--- config.mk ---
export PLATFORM = sky130hd
export DESIGN_NAME = dffp_mac
export DESIGN_NICKNAME = d
export VERILOG_FILES = /design/src/sv/dffp_pkg.sv /design/src/sv/dffp_mac.sv
export SDC_FILE = /design/constraint.sdc
export NUM_CORES = 1
export LEC_CHECK = 0
export BUFFER_PORTS_ARGS = -buffer_cell sky130_fd_sc_hd__clkbuf_2
export CAP_MARGIN = 20
export CELL_PAD_IN_SITES_DETAIL_PLACEMENT = 0
export CELL_PAD_IN_SITES_GLOBAL_PLACEMENT = 2
export CORE_MARGIN = 4
export CORE_UTILIZATION = 37
export CTS_CLUSTER_DIAMETER = 120
export DETAILED_ROUTE_END_ITERATION = 10
export PLACE_DENSITY_LB_ADDON = 0.1
export SLEW_MARGIN = 10
export SYNTH_ARGS = -nofsm -noshare
export SYNTH_HDL_FRONTEND = slang
export SYNTH_SLANG_ARGS = --single-unit
--- constraint.sdc ---
create_clock -name clk -period 3.3 [get_ports clk]
set_input_delay 0.66 -clock clk [delete_from_list [all_inputs] [get_ports clk]]
set_output_delay 0.66 -clock clk [all_outputs]
set_load 0.1 [all_outputs]
--- src/sv/dffp_pkg.sv ---
`timescale 1ns / 1ps

package dffp_pkg;

	// Fixed field widths of the channels and the configuration register.
	localparam int COEF_WIDTH = 18;
	localparam int SAMPLE_W   = 16;
	localparam int TAP_IDX_W  = 7;
	localparam int DECIM_W    = 4;

	localparam logic [DECIM_W-1:0] DECIM_RESET = 4'd3;

	localparam logic signed [SAMPLE_W-1:0] PCM_MAX = 16'sh7FFF;
	localparam logic signed [SAMPLE_W-1:0] PCM_MIN = -16'sh8000;

	// Item function codes.
	localparam logic FUNC_COEF   = 1'b0;
	localparam logic FUNC_SAMPLE = 1'b1;

	typedef enum logic [1:0] {
		ST_CLEAR,
		ST_IDLE,
		ST_RUN,
		ST_WAIT
	} ctrl_state_t;

	// Sequencer to multiply-accumulate unit, aligned with the memory read data.
	typedef struct packed {
		logic start;
		logic tap_valid;
		logic tap_last;
	} mac_ctl_t;

	// Finished output sample held by the multiply-accumulate unit.
	typedef struct packed {
		logic                       valid;
		logic signed [SAMPLE_W-1:0] pcm;
		logic                       clip;
	} mac_res_t;

endpackage

--- src/sv/dffp_mac.sv ---
`timescale 1ns / 1ps

module dffp_mac #(
	parameter int ACC_W = 45
) (
	input  logic                                          clk,
	input  logic                                          arst_n,
	input  dffp_pkg::mac_ctl_t                            ctl,
	input  logic signed [dffp_pkg::COEF_WIDTH-1:0]        coef_rd,
	input  logic signed [dffp_pkg::SAMPLE_W-1:0]          hist_rd,
	input  logic                                          take,
	output dffp_pkg::mac_res_t                            res
);
	import dffp_pkg::*;

	localparam int PROD_W = COEF_WIDTH + SAMPLE_W;

	logic signed [PROD_W-1:0] prod_s2;
	logic                     v_s2;
	logic                     last_s2;
	logic signed [ACC_W-1:0]  acc_q;
	logic                     pend_q;
	logic signed [ACC_W-1:0]  rnd;
	logic signed [ACC_W-1:0]  y;

	always_ff @(posedge clk) begin
		prod_s2 <= coef_rd * hist_rd;
	end

	always_ff @(posedge clk or negedge arst_n) begin
		if (!arst_n) begin
			v_s2    <= 1'b0;
			last_s2 <= 1'b0;
			pend_q  <= 1'b0;
		end else begin
			v_s2    <= ctl.tap_valid;
			last_s2 <= ctl.tap_valid & ctl.tap_last;
			if (v_s2 && last_s2) begin
				pend_q <= 1'b1;
			end else if (take) begin
				pend_q <= 1'b0;
			end
		end
	end

	always_ff @(posedge clk) begin
		if (ctl.start) begin
			acc_q <= '0;
		end else if (v_s2) begin
			acc_q <= acc_q + ACC_W'(prod_s2);
		end
	end

	// Round half up, then an arithmetic shift down to Q1.15.
	always_comb begin
		rnd = acc_q + (ACC_W'(1) <<< (COEF_WIDTH - 2));
		y   = rnd >>> (COEF_WIDTH - 1);
		res.valid = pend_q;
		res.clip  = 1'b0;
		if (y > ACC_W'(PCM_MAX)) begin
			res.pcm  = PCM_MAX;
			res.clip = 1'b1;
		end else if (y < ACC_W'(PCM_MIN)) begin
			res.pcm  = PCM_MIN;
			res.clip = 1'b1;
		end else begin
			res.pcm = y[SAMPLE_W-1:0];
		end
	end

`ifndef ASSERT_OFF
	a_take_pending: assert property (@(posedge clk) disable iff (!arst_n)
		take |-> pend_q)
		else $error("result taken while none pending");
	a_no_overrun: assert property (@(posedge clk) disable iff (!arst_n)
		pend_q |-> !v_s2)
		else $error("accumulation while a result is pending");
	a_start_idle: assert property (@(posedge clk) disable iff (!arst_n)
		ctl.start |-> !v_s2 && !pend_q)
		else $error("accumulator cleared while busy");
`endif

endmodule

==> qor.yml <==
global_route:
  grt_pass1_vias: 14600
  grt_pass1_wl_mm: 74.5
  antenna_found_initial: 0
  gr-total-overflow: 0
  track_usage_pct: 18.9
  grt_max_degree: 50
status:
  violations: "setup timing"
  status: "finished, violations left"
place:
  dp_hpwl_mm: 37.0
  port-buffer-count: 57
  place_ws_ns: -3.35
  gp_congestion: 0.863
die:
  initial_core_util_pct: 37.5
  die_w_um: 220
  die_h_um: 220
  ios: 58
  rows: 77
  die-area_sq_um: 48200
  coreArea_sq_um: 44200
detailed_routing:
  detail-route-antenna-nets: 0
  vias: 13400
  drc: 0
  drtPass1Iterations: 5
  vias_per_cell: 4.78
  routed_wirelength_mm: 43.3
  drt_iter0_markers: 470
  wl_per_cell_um: 15.4
synth:
  synth_fp_nets: 2390
  synthAdderAreaFrac_pct: 45.1
  synth_most_common_cell: "inv_1"
  synth_top_family_by_area: "adder cells"
  synth_cell_types: 86
  synth_xor_area_share_pct: 3.91
  netlist_instances: 1928
  ys_seq_area_share_pct: 10.0
  async_flop_share_pct: 3.66
  synth_warnings: 0
  synth-compound-area-share_pct: 12.0
  synthTopCellsByArea: "fa_1 35%, ha_1 9.9%, dfxtp_1 9.5%"
  yosysTopAreaCellShare_pct: 35.2
  yosys.area.top_type: "fa_1"
  syn_area_per_cell_sq_um: 8.59
  ys.flop_type: "dfxtp_1"
  ys_ff_latch: 82
  syn_area_sq_um: 16600
  synthSimpleGateAreaFrac_pct: 17.5
  ys_top_cells_by_count: "377 x inv_1, 291 x fa_1, 217 x nand2_1, 144 x and2_1, 131 x ha_1"
  synthMuxAreaShare_pct: 1.22
  synth_edf_count: 0
final_layout:
  syn_to_final_growth_pct: 30.7
  nets: 2671
  utilization_pct: 49.0
  antennaDiodeCount: 0
  drive_gt1_share_pct: 27.0
clock_network:
  clk_latency_ns: 0.35
  cts_buffer_depth: 2
  hold_buffers: 0
  clkSinkCount: 82
  cts_made_buffers: 9
  htreeDepth: 3
  cts_tree: "done"
  root_buffer: "clkbuf_16"
  path_clk_slew_ns: 0.06
critical_path:
  cp-start-kind: "input port"
  crit_type: "input port to flop"
  reg2reg_depth: 12
  crit_fanout: 8
  path_delay_family: "adder cells"
  end_kind: "flop"
  path_cells: "clkbuf_16, buf_6, and2_4, fa_1, inv_2, fa_2, fa_2, inv_2, fa_2, fa_1, inv_2, fa_1, inv_2, ha_4, and4_4, and2_4, o211ai_1, a2111oi_4, buf_4, o41ai_4, o211ai_1, a31o_2, a21oi_2, xnor2_1"
  slowest_stage: "fa_2"
  cp.arrival_ns: 6.26
  critPathRequiredTime_ns: 3.58
  cp_num_buf_inv: 7
  critical_path_depth: 24
  cp_common_cell: "inv_2"
  slowest_delay_ns: 0.53
min_path:
  hold_path_class: "input port to asynchronous set/reset pin"
timing:
  layout_setup_ws_ns: -2.68
  drv_slew: 0
  finalCritPeriodShare_pct: 181
  tightest_slew_ns: 0.801
  max_clock_freq_ghz: 0.167
  hold_viol: 0
  period_minus_slack_ns: 5.98
  slew_headroom_pct: 46.3
  setup_viol: 45
  rsz0062_at_grt: "true"
  fin_skew_ns: 0.00729
job:
  cap_violations: 0
## through the flow
step                      setup TNS (ns)  instances  hold slack (ns)  cell area [sq um]
after detailed placement          -71.54       2743            0.458              20000
final                             -61.05       2806           0.0922              21700
after global routing              -68.11       2806           0.0737              21700
after global placement            -70.42       2743            0.444              20000
after CTS                         -60.94       2797           0.0743              21400
after floorplan                   -55.91       1928            0.364              17600
## worst register-to-register path, delay by kind of cell, from the launching register on
kind | cells | cell delay, ns
flops | 1 | 0.36
buf+inv | 2 | 0.30
simple gates | 1 | 0.20
fa+ha+maj | 1 | 0.36
compound gates | 8 | 1.88
## state kept, by name, summed over array words and instances (netlist names)
| register | count |
|---|---|
| acc_q | 45 |
| pend_q | 1 |
| last_s2 | 1 |
| prod_s2 | 34 |
| v_s2 | 1 |
## repair_timing
action | 4_1_cts | 5_1_grt
endpoints found under the setup margin | 46 | 55
pin swaps | 62 | 49
gates resized for setup | 155 | 73
setup buffers | 41 | 14
cloned | 3 | 0
## cell type report
type | instances | area, sq um
fillers | 4238 | 22600
repair buffers | 340 | 3150
flip-flops and latches | 82 | 1680
multi-input cells | 1398 | 14400
clock inverters | 6 | 65.1
inverters | 378 | 1420
clock buffers | 10 | 239
well taps | 592 | 741
## cells by family after synthesis
kind of cell	count (synthesis)
flip-flops	82
multiplexers	20
AO/OA/AOI/OAI	300
adder cells (fa/ha/maj)	422
XOR/XNOR	74
AND/OR/NAND/NOR	582
buffers and inverters	448
## final timing paths
kind	from	end	slack, ns
max	hist_rd[5]	prod_s2[32]$_DFF_P_	-2.68
min	arst_n	pend_q$_DFFE_PN0P_	0.09
max reg2reg	acc_q[16]$_SDFFE_PP0P_	acc_q[41]$_SDFFE_PP0P_	0.12
min reg2reg	last_s2$_DFF_PN0_	pend_q$_DFFE_PN0P_	0.46
max in group asynchronous	arst_n	v_s2$_DFF_PN0_	3.08
min in group clk	ctl[1]	v_s2$_DFF_PN0_	0.42
## per-layer routing
metal	GRT usage (%)	wire length (um)	vias up
li1	-	-	6627
met1	27.4	21300	6590
met2	31.5	20300	171
met3	2.00	1370	18
met4	2.70	361	0
met5	0	0	-
## cells in the final DEF, fill, tap and decap left out, types with 21 or more instances in the layout
cell,n
inv_1,349
nand3_1,26
a21o_1,26
and2_1,123
nand2_1,204
buf_4,233
dfxtp_1,71
fa_1,278
a21oi_1,66
nor2_1,85
o21ai_0,40
ha_4,26
xnor2_1,44
inv_2,27
buf_6,43
ha_1,101
and2_4,21
Power is not shown: default switching activity piles up to over one toggle a cycle in this logic, so the estimate is an artifact.
