## config.mk

```make
export PLATFORM = sky130hd
export DESIGN_NAME = dffp_ctrl_flat
export DESIGN_NICKNAME = d
export VERILOG_FILES = /design/src/sv/dffp_pkg.sv /design/src/sv/dffp_item_if.sv /design/src/sv/dffp_ctrl.sv /design/src/flat_wrapper.sv
export SDC_FILE = /design/constraint.sdc
export NUM_CORES = 2
export LEC_CHECK = 0
export BUFFER_PORTS_ARGS = -buffer_cell sky130_fd_sc_hd__buf_2
export CAP_MARGIN = 20
export CORE_MARGIN = 2
export CORE_UTILIZATION = 68
export CTS_CLUSTER_SIZE = 16
export DETAILED_ROUTE_END_ITERATION = 8
export HOLD_SLACK_MARGIN = 0.12
export PLACE_DENSITY = 0.83
export SLEW_MARGIN = 25
export SYNTH_ARGS = -nofsm -noshare
export SYNTH_HDL_FRONTEND = slang
export SYNTH_MEMORY_MAX_BITS = 65536
export SYNTH_SLANG_ARGS = --single-unit
```

## constraint.sdc

```tcl
create_clock -name clk -period 15.9 [get_ports clk]
set_input_delay 0.795 -clock clk [delete_from_list [all_inputs] [get_ports clk]]
set_output_delay 0.795 -clock clk [all_outputs]
set_load 0.02 [all_outputs]
```

## src/sv/dffp_pkg.sv

```systemverilog
`timescale 1ns / 1ps

package dffp_pkg;

	// Fixed field widths of the channels and the configuration register.
	localparam int COEF_WIDTH = 18;
	localparam int SAMPLE_W   = 16;
	localparam int TAP_IDX_W  = 7;
	localparam int DECIM_W    = 4;

	localparam logic [DECIM_W-1:0] DECIM_RESET = 4'd3;

	localparam logic signed [SAMPLE_W-1:0] PCM_MAX = 16'sh7FFF;
	localparam logic signed [SAMPLE_W-1:0] PCM_MIN = -16'sh8000;

	// Item function codes.
	localparam logic FUNC_COEF   = 1'b0;
	localparam logic FUNC_SAMPLE = 1'b1;

	typedef enum logic [1:0] {
		ST_CLEAR,
		ST_IDLE,
		ST_RUN,
		ST_WAIT
	} ctrl_state_t;

	// Sequencer to multiply-accumulate unit, aligned with the memory read data.
	typedef struct packed {
		logic start;
		logic tap_valid;
		logic tap_last;
	} mac_ctl_t;

	// Finished output sample held by the multiply-accumulate unit.
	typedef struct packed {
		logic                       valid;
		logic signed [SAMPLE_W-1:0] pcm;
		logic                       clip;
	} mac_res_t;

endpackage

```

## src/sv/dffp_item_if.sv

```systemverilog
`timescale 1ns / 1ps

interface dffp_item_if;
	import dffp_pkg::*;

	logic                         valid;
	logic                         ready;
	logic                         func;
	logic [TAP_IDX_W-1:0]         tap_index;
	logic signed [COEF_WIDTH-1:0] tap_value;
	logic signed [SAMPLE_W-1:0]   sample;

	modport source (output valid, output func, output tap_index, output tap_value,
		output sample, input ready);
	modport sink (input valid, input func, input tap_index, input tap_value,
		input sample, output ready);
endinterface

```

## src/sv/dffp_ctrl.sv

```systemverilog
`timescale 1ns / 1ps

module dffp_ctrl #(
	parameter int HISTORY_DEPTH  = 128,
	parameter int TAPS_PER_PHASE = 16,
	parameter int MAX_DECIM      = 8
) (
	input  logic                                   clk,
	input  logic                                   arst_n,
	dffp_item_if.sink                              item,
	input  logic [dffp_pkg::DECIM_W-1:0]           decim,
	input  logic                                   take,
	output dffp_pkg::mac_ctl_t                     ctl,
	output logic signed [dffp_pkg::COEF_WIDTH-1:0] coef_rd,
	output logic signed [dffp_pkg::SAMPLE_W-1:0]   hist_rd
);
	import dffp_pkg::*;

	localparam int COEF_DEPTH = MAX_DECIM * TAPS_PER_PHASE;
	localparam int HAW = $clog2(HISTORY_DEPTH);
	localparam int CAW = (COEF_DEPTH > 1) ? $clog2(COEF_DEPTH) : 1;
	localparam int CLR_DEPTH = (HISTORY_DEPTH > COEF_DEPTH) ? HISTORY_DEPTH : COEF_DEPTH;
	localparam int CLW = $clog2(CLR_DEPTH + 1);
	localparam int LW  = CLW;
	localparam int MW  = $clog2(MAX_DECIM + 1);
	localparam int PW  = (MAX_DECIM > 1) ? $clog2(MAX_DECIM) : 1;
	localparam int DW2 = (MW > DECIM_W) ? MW : DECIM_W;
	localparam int CIW = $clog2(COEF_DEPTH + 1);
	localparam int IW  = (CIW > TAP_IDX_W) ? CIW : TAP_IDX_W;

	logic signed [SAMPLE_W-1:0]   hist_mem [HISTORY_DEPTH];
	logic signed [COEF_WIDTH-1:0] coef_mem [COEF_DEPTH];

	ctrl_state_t state_q, state_nxt;

	logic [CLW-1:0] clr_q;
	logic [HAW-1:0] wp_q;
	logic [HAW-1:0] rp_q;
	logic [PW-1:0]  phase_q;
	logic [LW-1:0]  k_q;
	logic [LW-1:0]  len_q;
	logic           tap_valid_s1;
	logic           tap_last_s1;

	logic                 accept;
	logic                 clr_last;
	logic [HAW-1:0]       wp_nxt;
	logic [HAW-1:0]       rd_ptr;
	logic [DW2-1:0]       decim_ext;
	logic [MW-1:0]        m;
	logic [MW-1:0]        phase_inc;
	logic                 fire;
	logic [LW-1:0]        len_full;
	logic [LW-1:0]        len_cap;
	logic [IW-1:0]        idx_ext;
	logic                 issue;
	logic                 issue_last;

	logic                         hist_we, coef_we;
	logic [HAW-1:0]               hist_wa;
	logic [CAW-1:0]               coef_wa;
	logic signed [SAMPLE_W-1:0]   hist_wd;
	logic signed [COEF_WIDTH-1:0] coef_wd;

	always_comb begin
		accept    = item.valid && item.ready;
		clr_last  = (clr_q == CLW'(CLR_DEPTH - 1));
		wp_nxt    = (wp_q == HAW'(HISTORY_DEPTH - 1)) ? '0 : wp_q + HAW'(1);
		rd_ptr    = (rp_q == '0) ? HAW'(HISTORY_DEPTH - 1) : rp_q - HAW'(1);
		decim_ext = DW2'(decim);
		if (decim_ext == '0) begin
			m = MW'(1);
		end else if (decim_ext > DW2'(MAX_DECIM)) begin
			m = MW'(MAX_DECIM);
		end else begin
			m = MW'(decim_ext);
		end
		phase_inc = MW'(phase_q) + MW'(1);
		fire      = (phase_inc >= m);
		len_full  = LW'(m) * LW'(TAPS_PER_PHASE);
		len_cap   = (len_full > LW'(HISTORY_DEPTH)) ? LW'(HISTORY_DEPTH) : len_full;
		idx_ext   = IW'(item.tap_index);
		issue_last = (k_q == len_q - LW'(1));
	end

	// Next state.
	always_comb begin
		state_nxt = state_q;
		unique case (state_q)
			ST_CLEAR: begin
				if (clr_last) begin
					state_nxt = ST_IDLE;
				end
			end
			ST_IDLE: begin
				if (accept && item.func == FUNC_SAMPLE && fire) begin
					state_nxt = ST_RUN;
				end
			end
			ST_RUN: begin
				if (issue_last) begin
					state_nxt = ST_WAIT;
				end
			end
			ST_WAIT: begin
				if (take) begin
					state_nxt = ST_IDLE;
				end
			end
			default: state_nxt = ST_CLEAR;
		endcase
	end

	// Outputs of the sequencer and memory write ports.
	always_comb begin
		item.ready = 1'b0;
		issue      = 1'b0;
		ctl.start  = 1'b0;
		hist_we    = 1'b0;
		coef_we    = 1'b0;
		hist_wa    = wp_q;
		coef_wa    = idx_ext[CAW-1:0];
		hist_wd    = item.sample;
		coef_wd    = item.tap_value;
		unique case (state_q)
			ST_CLEAR: begin
				hist_we = (clr_q < CLW'(HISTORY_DEPTH));
				coef_we = (clr_q < CLW'(COEF_DEPTH));
				hist_wa = clr_q[HAW-1:0];
				coef_wa = clr_q[CAW-1:0];
				hist_wd = '0;
				coef_wd = '0;
			end
			ST_IDLE: begin
				item.ready = 1'b1;
				if (accept) begin
					if (item.func == FUNC_SAMPLE) begin
						hist_we   = 1'b1;
						ctl.start = fire;
					end else begin
						coef_we = (idx_ext < IW'(COEF_DEPTH));
					end
				end
			end
			ST_RUN: begin
				issue = 1'b1;
			end
			ST_WAIT: begin
			end
			default: begin
			end
		endcase
		ctl.tap_valid = tap_valid_s1;
		ctl.tap_last  = tap_last_s1;
	end

	always_ff @(posedge clk or negedge arst_n) begin
		if (!arst_n) begin
			state_q      <= ST_CLEAR;
			clr_q        <= '0;
			wp_q         <= '0;
			rp_q         <= '0;
			phase_q      <= '0;
			k_q          <= '0;
			len_q        <= '0;
			tap_valid_s1 <= 1'b0;
			tap_last_s1  <= 1'b0;
		end else begin
			state_q      <= state_nxt;
			tap_valid_s1 <= issue;
			tap_last_s1  <= issue && issue_last;
			if (state_q == ST_CLEAR) begin
				clr_q <= clr_q + CLW'(1);
			end
			if (accept && item.func == FUNC_SAMPLE) begin
				wp_q <= wp_nxt;
				if (fire) begin
					phase_q <= '0;
					len_q   <= len_cap;
					k_q     <= '0;
					rp_q    <= wp_nxt;
				end else begin
					phase_q <= PW'(phase_inc);
				end
			end
			if (issue) begin
				k_q  <= k_q + LW'(1);
				rp_q <= rd_ptr;
			end
		end
	end

	always_ff @(posedge clk) begin
		if (hist_we) begin
			hist_mem[hist_wa] <= hist_wd;
		end
		hist_rd <= hist_mem[rd_ptr];
	end

	always_ff @(posedge clk) begin
		if (coef_we) begin
			coef_mem[coef_wa] <= coef_wd;
		end
		coef_rd <= coef_mem[k_q[CAW-1:0]];
	end

`ifndef ASSERT_OFF
	a_tap_bound: assert property (@(posedge clk) disable iff (!arst_n)
		issue |-> k_q < len_q)
		else $error("tap counter past filter length");
	a_phase_bound: assert property (@(posedge clk) disable iff (!arst_n)
		MW'(phase_q) < MW'(MAX_DECIM))
		else $error("phase counter out of range");
	a_run_follows_fire: assert property (@(posedge clk) disable iff (!arst_n)
		ctl.start |=> state_q == ST_RUN && k_q == '0)
		else $error("filter run did not start after a decimation instant");
`endif

endmodule

```

## src/flat_wrapper.sv

```systemverilog
// flat-port wrapper written by rule: the top's interface ports become plain ports
module dffp_ctrl_flat import dffp_pkg::*;
#(
	parameter int HISTORY_DEPTH  = 128,
	parameter int TAPS_PER_PHASE = 16,
	parameter int MAX_DECIM      = 8
)
  (clk, arst_n, decim, take, ctl, coef_rd, hist_rd, item_valid, item_func, item_tap_index, item_tap_value, item_sample, item_ready);
  dffp_item_if item_i ();
  input  logic clk;
  input  logic arst_n;
  input  logic [dffp_pkg::DECIM_W-1:0] decim;
  input  logic take;
  output dffp_pkg::mac_ctl_t ctl;
  output logic signed [dffp_pkg::COEF_WIDTH-1:0] coef_rd;
  output logic signed [dffp_pkg::SAMPLE_W-1:0] hist_rd;
  input wire logic [$bits(item_i.valid)-1:0] item_valid;
  input wire logic [$bits(item_i.func)-1:0] item_func;
  input wire logic [$bits(item_i.tap_index)-1:0] item_tap_index;
  input wire logic [$bits(item_i.tap_value)-1:0] item_tap_value;
  input wire logic [$bits(item_i.sample)-1:0] item_sample;
  output wire logic [$bits(item_i.ready)-1:0] item_ready;
  assign item_i.valid = item_valid;
  assign item_i.func = item_func;
  assign item_i.tap_index = item_tap_index;
  assign item_i.tap_value = item_tap_value;
  assign item_i.sample = item_sample;
  assign item_ready = item_i.ready;
  dffp_ctrl #(.HISTORY_DEPTH(HISTORY_DEPTH), .TAPS_PER_PHASE(TAPS_PER_PHASE), .MAX_DECIM(MAX_DECIM)) u_core (.clk(clk), .arst_n(arst_n), .item(item_i), .decim(decim), .take(take), .ctl(ctl), .coef_rd(coef_rd), .hist_rd(hist_rd));
endmodule
```

==> flow_summary.json <==
{
  "reg2reg_to": "u_core.hist_rd[15]",
  "pre_cts_slack_ns": 9.522,
  "cts_tree": "done",
  "relSlewSlack_pct": 16.93,
  "crit_path_max_fanout": 136,
  "ys_types": 59,
  "pwr-share-clk_pct": 44.5,
  "rsz0062_at_grt": "no",
  "syn-cell-area_um2": 170400,
  "reg2reg_from": "u_core.rp_q[0]",
  "die-area_um2": 254600,
  "row_count": 183,
  "finClkSkew_ns": 0.08381,
  "coreArea_um2": 248900,
  "die_w_um": 504.6,
  "grt.total_usage_pct": 40.10,
  "htree_levels": 5,
  "postSynth.asyncResetShare_pct": 0.9261,
  "drive_gt1_share_pct": 20.24,
  "grt_pass1_wl_mm": 718.7,
  "cp-start-kind": "flip-flop",
  "cap_violations": 0,
  "slew_violations": 0,
  "critical_path.endpoint_type": "flip-flop",
  "first_pass_iters": 9,
  "p_int_w": 0.01828,
  "status": "finished clean",
  "fin_nets": 9488,
  "grt_pass1_vias": 94800,
  "rrSetupSlack_ns": 9.22,
  "finalCriticalPeriod_ns": 6.683,
  "period_share_pct": 42.03,
  "min-delay-start": "decim[1]",
  "seq_area_um2": 132400,
  "fin_cells": 13120,
  "synth_edf_count": 4352,
  "timing.final.ws_setup_ns": 9.217,
  "final_area_um2": 190800,
  "syn_avg_cell_area_um2": 18.90,
  "synthTopCellsByCount": "edfxtp_1 (4352), nand2_1 (1122), mux4_2 (756), a21oi_1 (522), mux2i_1 (513)",
  "synth_top_area_share_pct": 76.68,
  "worstHoldPathCells": 3,
  "dr.first_iter.drc_count": 19370,
  "n_fill_cell": 11840,
  "die_h_um": 504.6,
  "grt_max_degree": 161,
  "syn_to_final_growth_pct": 11.95,
  "worstMarginPinSlew_ns": 1.241,
  "worstPathRequired_ns": 16.75,
  "synth_area_leaders": "edfxtp_1 (77%), mux4_2 (10%), mux2i_1 (3.0%)",
  "vias": 99060,
  "min_path_type": "in2reg",
  "postCtsSetupRepairBufs": 0,
  "ys_warn_count": 0,
  "clk_pin_slew_ns": 0.06,
  "root_buffer": "clkbuf_16",
  "p_seq_share_pct": 55.5,
  "yosysTopAreaCell": "edfxtp_1",
  "combPwrFrac_pct": 0.1,
  "overflow": 0,
  "hold_violations": 0,
  "fmax_mhz": 149.6,
  "clk_latency_ns": 1.04,
  "route.detailed.drc": 0,
  "synth-seq-cells": 4427,
  "r2r.worst_path.cells": 12,
  "postLayoutCoreUtil_pct": 76.65,
  "start_util_pct": 68.47,
  "p_per_area_nw_per_um2": 119.2,
  "post-synth-top-count-cell": "edfxtp_1",
  "routed_wl_mm": 519.7,
  "cts_buffers": 431,
  "routedWlPerCell_um": 39.60,
  "ys.flop_type": "edfxtp_1",
  "syn_nets": 9080,
  "peakVddDrop_mv": 0.1490,
  "arrival_ns": 7.54,
  "ioPinCount": 88,
  "cts_max_path_buffers": 4,
  "fin_tns_setup_ns": 0,
  "ant_nets": 0,
  "post_drt_via_cell_ratio": 7.550,
  "crit_type": "reg2reg",
  "ys_seq_area_share_pct": 77.69,
  "p_leak_nw": 59.10,
  "cts_resized": 0,
  "switchingPower_w": 0.004454,
  "cts_sinks": 4427,
  "place_area_um2": 176900,
  "numPortBuffers": 87,
  "dpl.hpwl_mm": 263.9,
  "grt_antenna_before_repair": 70,
  "dp_cells": 12310,
  "multi_input_area_um2": 36490,
  "swShare_pct": 19.59,
  "hold_end": "u_core.len_q[5]",
  "finalSetupViolations": 0,
  "routabilityCongestion": 0.8782,
  "postSynthCellCount": 9015
}
registers in the layout, summed over array words and instances, names as in the netlist:
register / count
u_core.coef_mem: 2304
u_core.hist_mem: 2048
u_core.coef_rd: 18
u_core.hist_rd: 16
u_core.clr_q: 8
u_core.k_q: 8
u_core.rp_q: 7
u_core.wp_q: 7
u_core.len_q: 4
u_core.phase_q: 3
u_core.state_q: 2
u_core.tap_last_s1: 1
u_core.tap_valid_s1: 1
how the worst max path moves through the flow:
stage                           start                endpoint  slack, ns  cells past startpoint
floorplan           u_core.state_q[0]  u_core.coef_mem[0][10]      10.52                      7
finish                 u_core.rp_q[0]      u_core.hist_rd[15]       9.22                     12
detailed placement     u_core.rp_q[0]      u_core.hist_rd[15]       9.52                     12
global route           u_core.rp_q[0]      u_core.hist_rd[15]       9.14                     12
global placement       u_core.rp_q[0]       u_core.hist_rd[9]       9.50                     12
CTS                    u_core.rp_q[0]      u_core.hist_rd[15]       9.36                     12
placed cells by master, fill, tap and decap left out, types with 169 or more instances in the layout:
| cell type | n |
|---|---|
| a21oi_1 | 522 |
| o22ai_1 | 256 |
| buf_4 | 376 |
| nor4_1 | 169 |
| edfxtp_1 | 4352 |
| nor2_1 | 277 |
| mux2i_1 | 513 |
| mux4_2 | 756 |
| nand2_1 | 1120 |
| clkbuf_16 | 438 |
layer usage:
| layer | part of all wire, % | GRT usage, % | up-vias |
|---|---|---|---|
| met1 | 30 | 50.72 | 49060 |
| met4 | 8.3 | 25.50 | 60 |
| li1 | - | - | 37040 |
| met2 | 48 | 63.30 | 10730 |
| met3 | 14 | 9.646 | 2181 |
| met5 | 0.086 | 0 | - |
through the flow:
| stage | power [W] | hold WS [ns] |
|---|---|---|
| 2_1_floorplan | 0.01286 | 0.4459 |
| 5_1_grt | 0.02307 | 0.2024 |
| 3_3_place_gp | 0.01288 | 0.4650 |
| 4_1_cts | 0.02267 | 0.1586 |
| 6_report | 0.02273 | 0.1914 |
| 3_5_place_dp | 0.01288 | 0.4843 |
kinds of logic after synthesis:
group / synth area share, %
adders and majority gates: 0.1101
buffers and inverters: 1.295
DFF: 77.69
muxes: 13.14
xor gates and xnor gates: 0.1182
AOI/OAI and AO/OA: 3.131
and+or+nand+nor: 4.518
critical path, stage by stage (launching register included):
cell	delay, ns
dfrtp_1	0.52
inv_1	0.13
ha_1	0.32
inv_2	0.16
o41a_2	0.65
buf_12	0.61
buf_12	0.66
buf_4	0.88
mux2i_1	0.29
o22ai_1	0.13
o41ai_1	0.96
nor4_1	0.29
or4_1	0.57
what timing repair did:
| item | 4_1_cts | 5_1_grt |
|---|---|---|
| hold buffers | 2 | 0 |
| hold endpoints to repair | 42 | 0 |
| setup endpoints to repair | 0 | 0 |
final cells by class:
cell class / instances / share of cell area [%]
Sequential cell: 4427 / 69.40
Multi-Input combinational cell: 4036 / 19.13
Clock buffer: 548 / 6.014
Tap cell: 3330 / 2.184
Timing Repair Buffer: 508 / 2.139
Clock inverter: 213 / 1.041
Antenna cell: 40 / 0.05247
Inverter: 19 / 0.03738
power by group through the flow:
stage / Sequential (W) / Clock (W) / Combinational (W)
final: 0.0126 / 0.0101 / 0.0000170
after global routing: 0.0126 / 0.0104 / 0.0000177
after CTS: 0.0126 / 0.0100 / 0.0000162
after detailed placement: 0.0129 / 0 / 0.0000151
after global placement: 0.0129 / 0 / 0.0000148
after floorplan: 0.0129 / 0 / 0.00000259
No activity file was read; power rests on OpenSTA's default activity.
